==> config.mk <==
export PLATFORM = sky130hd
export DESIGN_NAME = rsa_byte_cipher_hex
export DESIGN_NICKNAME = d
export VERILOG_FILES = /design/src/sv/rbch_pkg.sv /design/src/sv/rbch_ctrl.sv /design/src/sv/rbch_dp.sv /design/src/sv/rsa_byte_cipher_hex.sv
export SDC_FILE = /design/constraint.sdc
export NUM_CORES = 2
export LEC_CHECK = 0
export BUFFER_PORTS_ARGS = -buffer_cell sky130_fd_sc_hd__buf_2
export CORE_MARGIN = 2
export CORE_UTILIZATION = 55
export DETAILED_ROUTE_END_ITERATION = 7
export PLACE_DENSITY_LB_ADDON = 0.25
export SETUP_SLACK_MARGIN = 0.02
export SLEW_MARGIN = 0
export SYNTH_ARGS = -nofsm -noshare
export SYNTH_HDL_FRONTEND = slang
export SYNTH_SLANG_ARGS = --single-unit
==> constraint.sdc <==
create_clock -name clock -period 6.4 [get_ports clock]
set_input_delay 0 -clock clock [delete_from_list [all_inputs] [get_ports clock]]
set_output_delay 0 -clock clock [all_outputs]
set_load 0.05 [all_outputs]
==> src/sv/rbch_pkg.sv <==
// Shared types, constants and helper functions of the byte cipher with hex transport.
package rbch_pkg;

   // Width of the arithmetic word; products wrap to this many bits.
   localparam int ValueBits = 32;
   localparam int RedCntBits = $clog2(ValueBits);
   localparam int HexChars = 8;
   localparam int OutCntBits = $clog2(HexChars + 1);

   localparam logic [7:0] CharZero = 8'h30;
   localparam logic [7:0] CharNine = 8'h39;
   localparam logic [7:0] CharLowA = 8'h61;
   localparam logic [7:0] CharLowF = 8'h66;
   localparam logic [7:0] CharUpA  = 8'h41;
   localparam logic [7:0] CharUpF  = 8'h46;
   localparam logic [7:0] DigitTen = 8'd10;

   localparam logic [7:0] RegDirection  = 8'd0;
   localparam logic [7:0] RegModulus    = 8'd1;
   localparam logic [7:0] RegPublicExp  = 8'd2;
   localparam logic [7:0] RegPrivateExp = 8'd3;

   typedef enum logic [2:0] {
      ST_IDLE,
      ST_CHECK,
      ST_MUL,
      ST_RED,
      ST_EMIT
   } state_type;

   typedef struct packed {
      logic accept;
      logic mul;
      logic red_step;
      logic emit;
   } ctrl_cmd_type;

   typedef struct packed {
      logic need_compute;
      logic exp_le1;
      logic mod_zero;
      logic red_done;
      logic out_free;
   } dp_status_type;

   // Returns {bad, nibble}; a character that is not hex counts as zero.
   function automatic logic [4:0] hex_nibble(input logic [7:0] c);
      logic [7:0] d;
      d = 8'd0;
      if (c >= CharZero && c <= CharNine) begin
         d = c - CharZero;
         return {1'b0, d[3:0]};
      end
      if (c >= CharLowA && c <= CharLowF) begin
         d = c - CharLowA + DigitTen;
         return {1'b0, d[3:0]};
      end
      if (c >= CharUpA && c <= CharUpF) begin
         d = c - CharUpA + DigitTen;
         return {1'b0, d[3:0]};
      end
      return 5'b10000;
   endfunction

   // Lowercase ASCII digit for one nibble.
   function automatic logic [7:0] hex_digit(input logic [3:0] nib);
      if (nib < 4'd10) begin
         return CharZero + {4'd0, nib};
      end
      return CharLowA + {4'd0, nib} - DigitTen;
   endfunction

endpackage

==> src/sv/rbch_ctrl.sv <==
// Controller state machine sequencing accept, multiply, reduction and result hand-over.
module rbch_ctrl
   import rbch_pkg::*;
(
   input  logic          clock,
   input  logic          reset,
   input  logic          req_valid,
   output logic          req_ready,
   input  dp_status_type status,
   output ctrl_cmd_type  cmd
);

   state_type state_ff, state_in;

   always_ff @(posedge clock) begin
      if (reset) begin
         state_ff <= ST_IDLE;
      end else begin
         state_ff <= state_in;
      end
   end

   always_comb begin
      state_in = state_ff;
      case (state_ff)
         ST_IDLE: begin
            if (req_valid && status.need_compute) begin
               state_in = ST_CHECK;
            end
         end
         ST_CHECK: begin
            state_in = status.exp_le1 ? ST_EMIT : ST_MUL;
         end
         ST_MUL: begin
            state_in = ST_RED;
         end
         ST_RED: begin
            if (status.mod_zero || status.red_done) begin
               state_in = ST_CHECK;
            end
         end
         ST_EMIT: begin
            if (status.out_free) begin
               state_in = ST_IDLE;
            end
         end
         default: state_in = ST_IDLE;
      endcase
   end

   always_comb begin
      cmd = '0;
      req_ready = 1'b0;
      case (state_ff)
         ST_IDLE: begin
            req_ready = 1'b1;
            cmd.accept = req_valid;
         end
         ST_MUL:  cmd.mul = 1'b1;
         ST_RED:  cmd.red_step = 1'b1;
         ST_EMIT: cmd.emit = status.out_free;
         default: cmd = '0;
      endcase
   end

endmodule

==> src/sv/rbch_dp.sv <==
// Datapath: registers, hex gathering, multiplier, bit-serial remainder and result shifter.
module rbch_dp
   import rbch_pkg::*;
(
   input  logic          clock,
   input  logic          reset,
   input  ctrl_cmd_type  cmd,
   output dp_status_type status,
   input  logic          csr_write,
   input  logic [7:0]    csr_index,
   input  logic [15:0]   csr_data,
   input  logic [7:0]    in_byte,
   input  logic          in_end,
   output logic          out_valid,
   input  logic          out_take,
   output logic [7:0]    out_byte,
   output logic          out_last,
   output logic          out_bad
);

   logic                  direction_ff;
   logic [15:0]           modulus_ff, pub_exp_ff, priv_exp_ff;
   logic [2:0]            hex_count_ff, hex_count_in;
   logic [31:0]           group_ff, group_in;
   logic                  group_bad_ff, group_bad_in;
   logic [ValueBits-1:0]  y_ff, m_ff, p_ff;
   logic [15:0]           cnt_ff, rem_ff;
   logic [RedCntBits-1:0] rcnt_ff;
   logic                  res_bad_ff, res_hex_ff;
   logic [31:0]           out_word_ff;
   logic [OutCntBits-1:0] out_left_ff;
   logic                  out_hex_ff, out_bad_ff;

   logic [4:0]            nib_info;
   logic [31:0]           new_group;
   logic                  new_bad, complete;
   logic [ValueBits-1:0]  base, product;
   logic [16:0]           trial;
   logic [15:0]           rem_next;

   always_ff @(posedge clock) begin
      if (reset) begin
         direction_ff <= 1'b0;
         modulus_ff   <= 16'd1;
         pub_exp_ff   <= 16'd0;
         priv_exp_ff  <= 16'd0;
      end else if (csr_write) begin
         case (csr_index)
            RegDirection:  direction_ff <= csr_data[0];
            RegModulus:    modulus_ff   <= csr_data;
            RegPublicExp:  pub_exp_ff   <= csr_data;
            RegPrivateExp: priv_exp_ff  <= csr_data;
            default: ;
         endcase
      end
   end

   assign nib_info  = hex_nibble(in_byte);
   assign new_group = {group_ff[27:0], nib_info[3:0]};
   assign new_bad   = group_bad_ff | nib_info[4];
   assign complete  = (hex_count_ff == 3'(HexChars - 1));
   assign base      = direction_ff ? ValueBits'(new_group) : ValueBits'(in_byte);

   always_comb begin
      hex_count_in = hex_count_ff;
      group_in     = group_ff;
      group_bad_in = group_bad_ff;
      if (cmd.accept) begin
         if (in_end || (direction_ff && complete)) begin
            hex_count_in = 3'd0;
            group_in     = 32'd0;
            group_bad_in = 1'b0;
         end else if (direction_ff) begin
            hex_count_in = hex_count_ff + 3'd1;
            group_in     = new_group;
            group_bad_in = new_bad;
         end
      end
   end

   always_ff @(posedge clock) begin
      if (reset) begin
         hex_count_ff <= 3'd0;
         group_ff     <= 32'd0;
         group_bad_ff <= 1'b0;
      end else begin
         hex_count_ff <= hex_count_in;
         group_ff     <= group_in;
         group_bad_ff <= group_bad_in;
      end
   end

   assign product  = y_ff * m_ff;
   assign trial    = {rem_ff, p_ff[ValueBits-1]};
   assign rem_next = (trial >= {1'b0, modulus_ff}) ? 16'(trial - {1'b0, modulus_ff})
                                                   : trial[15:0];

   always_ff @(posedge clock) begin
      if (cmd.accept) begin
         y_ff       <= base;
         m_ff       <= base;
         cnt_ff     <= direction_ff ? priv_exp_ff : pub_exp_ff;
         res_bad_ff <= direction_ff & new_bad;
         res_hex_ff <= ~direction_ff;
      end
      if (cmd.mul) begin
         p_ff    <= product;
         rem_ff  <= 16'd0;
         rcnt_ff <= '0;
      end
      if (cmd.red_step) begin
         if (modulus_ff == 16'd0) begin
            y_ff   <= p_ff;
            cnt_ff <= cnt_ff - 16'd1;
         end else begin
            p_ff    <= p_ff << 1;
            rem_ff  <= rem_next;
            rcnt_ff <= rcnt_ff + RedCntBits'(1);
            if (status.red_done) begin
               y_ff   <= ValueBits'(rem_next);
               cnt_ff <= cnt_ff - 16'd1;
            end
         end
      end
   end

   // Result shifter: eight hex beats or a single byte beat.
   always_ff @(posedge clock) begin
      if (reset) begin
         out_left_ff <= '0;
      end else if (cmd.emit) begin
         out_left_ff <= res_hex_ff ? OutCntBits'(HexChars) : OutCntBits'(1);
      end else if (out_take) begin
         out_left_ff <= out_left_ff - OutCntBits'(1);
      end
   end

   always_ff @(posedge clock) begin
      if (cmd.emit) begin
         out_word_ff <= 32'(y_ff);
         out_hex_ff  <= res_hex_ff;
         out_bad_ff  <= res_bad_ff;
      end else if (out_take) begin
         out_word_ff <= out_word_ff << 4;
      end
   end

   assign out_valid = (out_left_ff != '0);
   assign out_byte  = out_hex_ff ? hex_digit(out_word_ff[31:28]) : out_word_ff[7:0];
   assign out_last  = (out_left_ff == OutCntBits'(1));
   assign out_bad   = out_bad_ff;

   assign status.need_compute = ~direction_ff | complete;
   assign status.exp_le1      = (cnt_ff <= 16'd1);
   assign status.mod_zero     = (modulus_ff == 16'd0);
   assign status.red_done     = (rcnt_ff == RedCntBits'(ValueBits - 1));
   assign status.out_free     = ~out_valid;

endmodule

==> src/sv/rsa_byte_cipher_hex.sv <==
// Top level of the byte-wise RSA cipher with hexadecimal transport.
// An item that needs work is checked; then, while the exponent in use (taken as 1 when it
// is zero) has powers left, it gets one multiply, a bit-serial remainder and a new check.
// With modulus zero the product only wraps. An item only filling a hex group leaves it idle.
// One item is worked on at a time; encrypt gives 8 beats, a completed hex group gives 1.
// Reset is synchronous, active high: registers return to direction 0, modulus 1, exponents 0.
module rsa_byte_cipher_hex
   import rbch_pkg::*;
(
   input  logic        clock,
   input  logic        reset,
   input  logic        req_tvalid,
   output logic        req_tready,
   input  logic [7:0]  req_tdata,   // [7:0] data_byte
   input  logic        req_tlast,   // message_end
   output logic        rsp_tvalid,
   input  logic        rsp_tready,
   output logic [7:0]  rsp_tdata,   // [7:0] out_byte
   output logic        rsp_tlast,   // run_last
   output logic        rsp_tuser,   // [0] bad_char
   input  logic        csr_valid,
   output logic        csr_ready,
   input  logic [7:0]  csr_index,
   input  logic [15:0] csr_data
);

   ctrl_cmd_type  cmd;
   dp_status_type status;

   // Configuration writes are always taken; the user must send them only while idle, unchecked here.
   assign csr_ready = 1'b1;

   // The controller steps the exponent loop; the datapath holds every data and configuration register.
   rbch_ctrl u_ctrl (
      .clock     (clock),
      .reset     (reset),
      .req_valid (req_tvalid),
      .req_ready (req_tready),
      .status    (status),
      .cmd       (cmd)
   );

   // The result shifter sits apart from the loop, so a new beat may be accepted while
   // earlier results are still being delivered.
   rbch_dp u_dp (
      .clock     (clock),
      .reset     (reset),
      .cmd       (cmd),
      .status    (status),
      .csr_write (csr_valid & csr_ready),
      .csr_index (csr_index),
      .csr_data  (csr_data),
      .in_byte   (req_tdata),
      .in_end    (req_tlast),
      .out_valid (rsp_tvalid),
      .out_take  (rsp_tvalid & rsp_tready),
      .out_byte  (rsp_tdata),
      .out_last  (rsp_tlast),
      .out_bad   (rsp_tuser)
   );

   // A flagged group is a single decrypt beat, so it is always the last one.
   assert property (@(posedge clock) disable iff (reset)
      rsp_tvalid && rsp_tuser |-> rsp_tlast)
      else $error("bad_char set on a beat that is not last");

   // The shifter is only reloaded once it has drained.
   assert property (@(posedge clock) disable iff (reset)
      cmd.emit |-> !rsp_tvalid)
      else $error("result loaded while beats still pending");

   // An item that only fills the hex group leaves the block ready for the next one.
   assert property (@(posedge clock) disable iff (reset)
      req_tvalid && req_tready && !status.need_compute |=> req_tready)
      else $error("block stalled after an item without result");

endmodule

[After elaboration in Yosys (flattened, before gate mapping)]
Index checks and enable logic that the tools add are counted.
Word-level totals
  bits in registers: 257
  bits in latches: 0
  bits in writable memories: 0
  bits in read-only memories: 0
  input bits: 38
  output and inout bits: 13
  memories: 0
Operators by class
  add/sub/neg operators: 13
  multiply operators: 1
  divide/modulo/power cells: 0
  magnitude comparators: 9
  equal/unequal tests: 13
  shift-type cells: 0
  muxes and demuxes: 57
  bitwise gates (word level): 6
  reduce and logical (&&, ||, !) cells: 19
Operators by type and width (count)
  32-bit two-way mux: 10
  16-bit two-way mux: 9
  28-bit two-way mux: 2
  5-bit two-way mux: 9
  32-bit by 32-bit multiplier with 32-bit output: 1
  8-bit two-way mux: 3
  3-bit two-way mux: 6
  17-bit by 16-bit greater-or-equal comparator with 1-bit output: 1
  8-bit by 2-bit == test with 1-bit output (second input constant): 2
  8-bit by 7-bit greater-or-equal comparator with 1-bit output (second input constant): 2
  16-bit by 1-bit less-or-equal comparator with 1-bit output (second input constant): 1
  8-bit by 7-bit less-or-equal comparator with 1-bit output (second input constant): 2
  16-bit logical NOT: 1
  16-bit by 1-bit subtractor with 16-bit output (second input constant): 1
  16-bit subtractor: 1
  4-bit by 1-bit subtractor with 4-bit output (second input constant): 4
  3-bit one-hot mux with 5 select lines: 1
  1-bit two-way mux: 14
  4-bit two-way mux: 3
  2-bit AND reduction: 5
  4-bit adder (second input constant): 2
  7-bit by 4-bit adder with 8-bit output (first input constant): 1
  8-bit by 1-bit == test with 1-bit output (second input constant): 1
  8-bit by 6-bit greater-or-equal comparator with 1-bit output (second input constant): 1
  other kinds (23): 35

[Depth between registers and ports, before layout]
  word-level depth: 14
  depth in mapped cells: 28
  mapped depth without buffers: 25

[Modules after synthesis]
From an unflattened synthesis, not the netlist that was laid out.
Second synthesis, totals
  cells, all modules: 2959
  area total of the unflattened synthesis: 27433.8 um^2
By module, submodules not included
  rbch_dp: times used 1, cells an instance 2937, area an instance 27234.9 um^2, seq. area each 5765.5 um^2
  rbch_ctrl: times used 1, cells an instance 19, area an instance 181.4 um^2, seq. area each 60.1 um^2
  rsa_byte_cipher_hex: times used 1, cells an instance 3, area an instance 17.5 um^2, seq. area each 0.0 um^2

[Worst setup path after synthesis]
No wires, ideal clock.
  path kind: flip-flop to flip-flop
  start point: reg u_dp.m_ff[6]
  end point: reg u_dp.p_ff[31]
  library setup time: 0.070 ns
  arrival time: 6.577 ns
  required time: 6.330 ns
  slack: -0.246 ns
  stages on the path, launching flop included: 26
  path buffers: 2
  cell sequence: edfxtp_1 clkbuf_1 and2_1 fa_1 fa_1 fa_1 inv_1 fa_1 inv_1 fa_1 inv_1 fa_1 inv_1 fa_1 fa_1 ha_1 buf_2 nand3_1 or2_1 or3_1 o221ai_1 o21ai_1 o21ai_1 xnor2_1 nand2_1 a21oi_1
On the way
  cells in the longest elaborated chain, start to end: 4
Ends and longest elaborated chain
  from (decl): RTL line rbch_dp.sv:26  | logic [ValueBits-1:0] y_ff, m_ff, p_ff;
  from (signal assigned): RTL line rbch_dp.sv:101  | m_ff <= base;
  32-bit by 32-bit multiplier with 32-bit output (*): RTL line rbch_dp.sv:93  | assign product = y_ff * m_ff;
  32-bit two-way mux (*): RTL line rbch_dp.sv:106  | if (cmd.mul) begin
  32-bit two-way mux: RTL line rbch_dp.sv:112  | if (modulus_ff == 16'd0) begin
  32-bit two-way mux (*): RTL line rbch_dp.sv:111  | if (cmd.red_step) begin
  to (signal assigned): RTL line rbch_dp.sv:107  | p_ff <= product;
  to (signal assigned): RTL line rbch_dp.sv:116  | p_ff <= p_ff << 1;
  to (decl): RTL line rbch_dp.sv:26
Every way passes the cells marked *; elsewhere a longest branch is shown, timed or not.
A chain may end at the register's enable or synchronous reset.

[Worst setup path in the final report]
  start point: reg u_dp.m_ff[7]
  end point: reg u_dp.p_ff[29]
Same word-level chain as after synthesis.

==> metrics.txt <==
Min-Delay Endpoint u_dp.group_bad_ff$_SDFFE_PP0P_; Seq/Total Area, Yosys 0.2120; vias in the first global route 23336; max cap viols 0; die footprint 51780 µm²; root buffer cell clkbuf_16; CTS tree built; Max Buffers Root-to-Sink 3; failing checks negative setup slack; H-Tree Depth 1; CTS buffer count 29; antenna cell count 0; Post-Route M1 WL 32100 µm; first-pass GRT wire length 123000 µm; hold_ws 0.07458 ns; metal3 WL 4676 µm; crit-path cells buf_6 -> buf_8 -> and2_4 -> fa_2 -> fa_2 -> fa_1 -> inv_2 -> fa_1 -> inv_2 -> fa_1 -> fa_1 -> fa_2 -> fa_1 -> ha_4 -> a21o_1 -> a21oi_2 -> o21ai_2 -> a211o_1 -> o21ai_2 -> xor2_1 -> nor2_1 -> a21oi_1 -> o21ai_1; Net Count, Synth 3673; Setup crit start kind flip-flop; Critical Path Max Stage Delay 0.63 ns; critical path's slowest cell fa_1; vias per cell 5.522; met2 wire length 38360 µm; Hold Violations, Final 0; Mapped Area 27490 µm²; area leader, netlist fa_1; DR top layer met5; RSZ-0062 raised after global routing yes; die height 227.5 µm; wirelength, routed 77540 µm; setup ws final -0.4522 ns; Max Clock Freq 145.9 MHz; share of layout cells above drive strength 1 0.1686; CORE AREA 49150 µm²; Post-DP HPWL 60770 µm; Final Skew 0.01136 ns; die width 227.5 µm; r2r setup slk -0.45 ns; EDFF count, synth 68; fraction of registers with async set/reset 0; Most used DFF post-synth dfxtp_1; Starting Density 0.5592; CP most frequent cell fa_1; GRT overflow 0; DRT Pass-1 Iters 5; WP data required 6.85 ns; Yosys warning count 0; crit path DAT 7.30 ns; Sink Count 257; IO Pins 51; worst hold-check path type in -> reg; Max FO, Critical Path 4; Synth Register Bits 257; vias after detailed routing 21879; DRC 0; num rows 81; I/O Buffers 49; min Tclk post-route 6.852 ns; r2r worst-path depth 23; largest cells by area after synthesis fa_1 30%, dfxtp_1 14%, and2_1 7.9%; Post-synth top cells 524 x nand2_1, 418 x inv_1, 409 x fa_1; slew margin rel. 0.2270; Wirelength per Cell 19.57 µm; hold depth 5; Final period util 1.071; Layout area overhead 17.80%; Global Route Usage Sum 0.3061; Max Slew Vio Count 0; top-area cell type share of the netlist area 0.2979; Worst R2R Start u_dp.m_ff[7]$_DFFE_PP_; Worst setup EP type flip-flop; final setup vio count 16; nets 3874; HP Start req_tlast; top-count cell post-synth nand2_1; largest net degree at the start of global routing 89; end of the worst register-to-register path u_dp.p_ff[29]$_DFF_P_; status complete, but fails checks; worst skew pair latency 0.57 ns; Synth Instances 3074; initial antenna violation count 2; routability cong. 0.9193; critical path class reg -> reg; Clk pin slew, worst setup/hold paths 0.07 ns; Netlist cell types 82; initial drt markers 1517; syn avg cell area 8.941 µm²; Tightest Pin Transition 1.155 ns; Antenna Nets Post-Route 0
==> how the worst max path moves through the flow <==
stage | startpoint | endpoint | depth (start not counted)
final | u_dp.m_ff[7]$_DFFE_PP_ | u_dp.p_ff[29]$_DFF_P_ | 23
after global routing | u_dp.m_ff[2]$_DFFE_PP_ | u_dp.p_ff[29]$_DFF_P_ | 23
after CTS | u_dp.m_ff[4]$_DFFE_PP_ | u_dp.p_ff[31]$_DFF_P_ | 24
after detailed placement | u_dp.m_ff[3]$_DFFE_PP_ | u_dp.p_ff[31]$_DFF_P_ | 22
after global placement | u_dp.y_ff[5]$_DFF_P_ | u_dp.p_ff[31]$_DFF_P_ | 23
after floorplan | u_dp.m_ff[7]$_DFFE_PP_ | u_dp.p_ff[31]$_DFF_P_ | 25
==> metrics by stage <==
stage          worst slack [ns]  std cells  utilization  cell area [µm²]  setup TNS (ns)
2_1_floorplan           -0.1310       3074            -            27580         -0.3069
3_3_place_gp            -0.4726       3839       0.6075            29860          -6.222
3_5_place_dp            -0.5414       3839       0.6075            29860          -6.181
4_1_cts                 -0.4311       3949       0.6496            31930          -3.823
5_1_grt                 -0.7072       3962       0.6587            32380          -8.397
6_report                -0.4522       3962       0.6587            32380          -4.743
==> metal layers <==
| layer | vias to the layer above | GRT usage |
|---|---|---|
| li1 | 10080 | - |
| met1 | 10947 | 0.3984 |
| met2 | 693 | 0.5371 |
| met3 | 157 | 0.03769 |
| met4 | 2 | 0.08855 |
| met5 | - | 0 |
==> layout make-up <==
class | instances | area (µm²)
repair buffers | 345 | 2955
well taps | 664 | 830.8
clock inverters | 6 | 65.06
flip-flops and latches | 257 | 5841
clock buffers | 48 | 952.2
inverters | 420 | 1577
fillers | 3862 | 16770
multi-input cells | 2222 | 20160
==> state kept, by name (all words and copies together), names as in the netlist <==
signal,flops
u_dp.m_ff,32
u_dp.out_word_ff,32
u_dp.p_ff,32
u_dp.y_ff,32
u_dp.group_ff,28
u_dp.cnt_ff,16
u_dp.modulus_ff,16
u_dp.priv_exp_ff,16
u_dp.pub_exp_ff,16
u_dp.rem_ff,16
u_dp.rcnt_ff,5
u_dp.out_left_ff,4
u_ctrl.state_ff,3
u_dp.hex_count_ff,3
u_dp.direction_ff,1
u_dp.group_bad_ff,1
u_dp.out_bad,1
u_dp.out_hex_ff,1
u_dp.res_bad_ff,1
u_dp.res_hex_ff,1
==> worst max-delay path: cells and delay by family, from the launching register on <==
family          cells  cell delay, ns
fa+ha+maj           9            4.43
compound gates      7            1.19
simple gates        2            0.18
xor+xnor            1            0.17
buf+inv             4            0.34
flops               1            0.42
==> layout by cell type (no fill, tap or decap), types with 19 or more instances in the layout <==
master,synthesis,routed
ha_4,0,20
a21oi_2,2,19
inv_1,418,406
mux2i_1,57,57
dfxtp_1,189,179
and2_1,346,317
xnor2_1,70,67
o21ai_0,76,68
buf_2,15,49
clkbuf_16,0,33
nand3_1,32,28
nand2_1,524,519
nor2_1,117,113
dlygate4sd3_1,0,30
fa_1,409,385
ha_1,152,131
xor2_1,24,24
a22oi_1,35,33
edfxtp_1,68,68
fa_2,0,24
and2_4,0,29
a21oi_1,143,123
buf_12,0,20
buf_6,1,32
buf_4,2,210
==> logic make-up (layout without fill, tap and decap cells) <==
| family | Yosys count | in the layout | share of synthesized area |
|---|---|---|---|
| other cells | 1 | 1 | 0.0001364 |
| flops | 257 | 257 | 0.2120 |
| mux | 67 | 67 | 0.02499 |
| compound gates | 388 | 388 | 0.08891 |
| buf+inv | 595 | 819 | 0.08253 |
| simple gates | 1110 | 1110 | 0.1936 |
| fa+ha+maj | 561 | 561 | 0.3671 |
| xor+xnor | 95 | 95 | 0.03077 |
==> timing repair <==
| item | CTS | global route |
|---|---|---|
| hold buffers | 30 | 0 |
| pin swaps | 98 | 109 |
| buffers inserted | 26 | 16 |
| cloned | 1 | 0 |
| resized for setup | 123 | 89 |
| endpoints found under the setup margin | 20 | 20 |
| endpoints found under the hold margin | 65 | 0 |
Power is left out: the tool's default activity adds up to more than one toggle a clock period on the data nets, which glitch-free logic cannot reach.
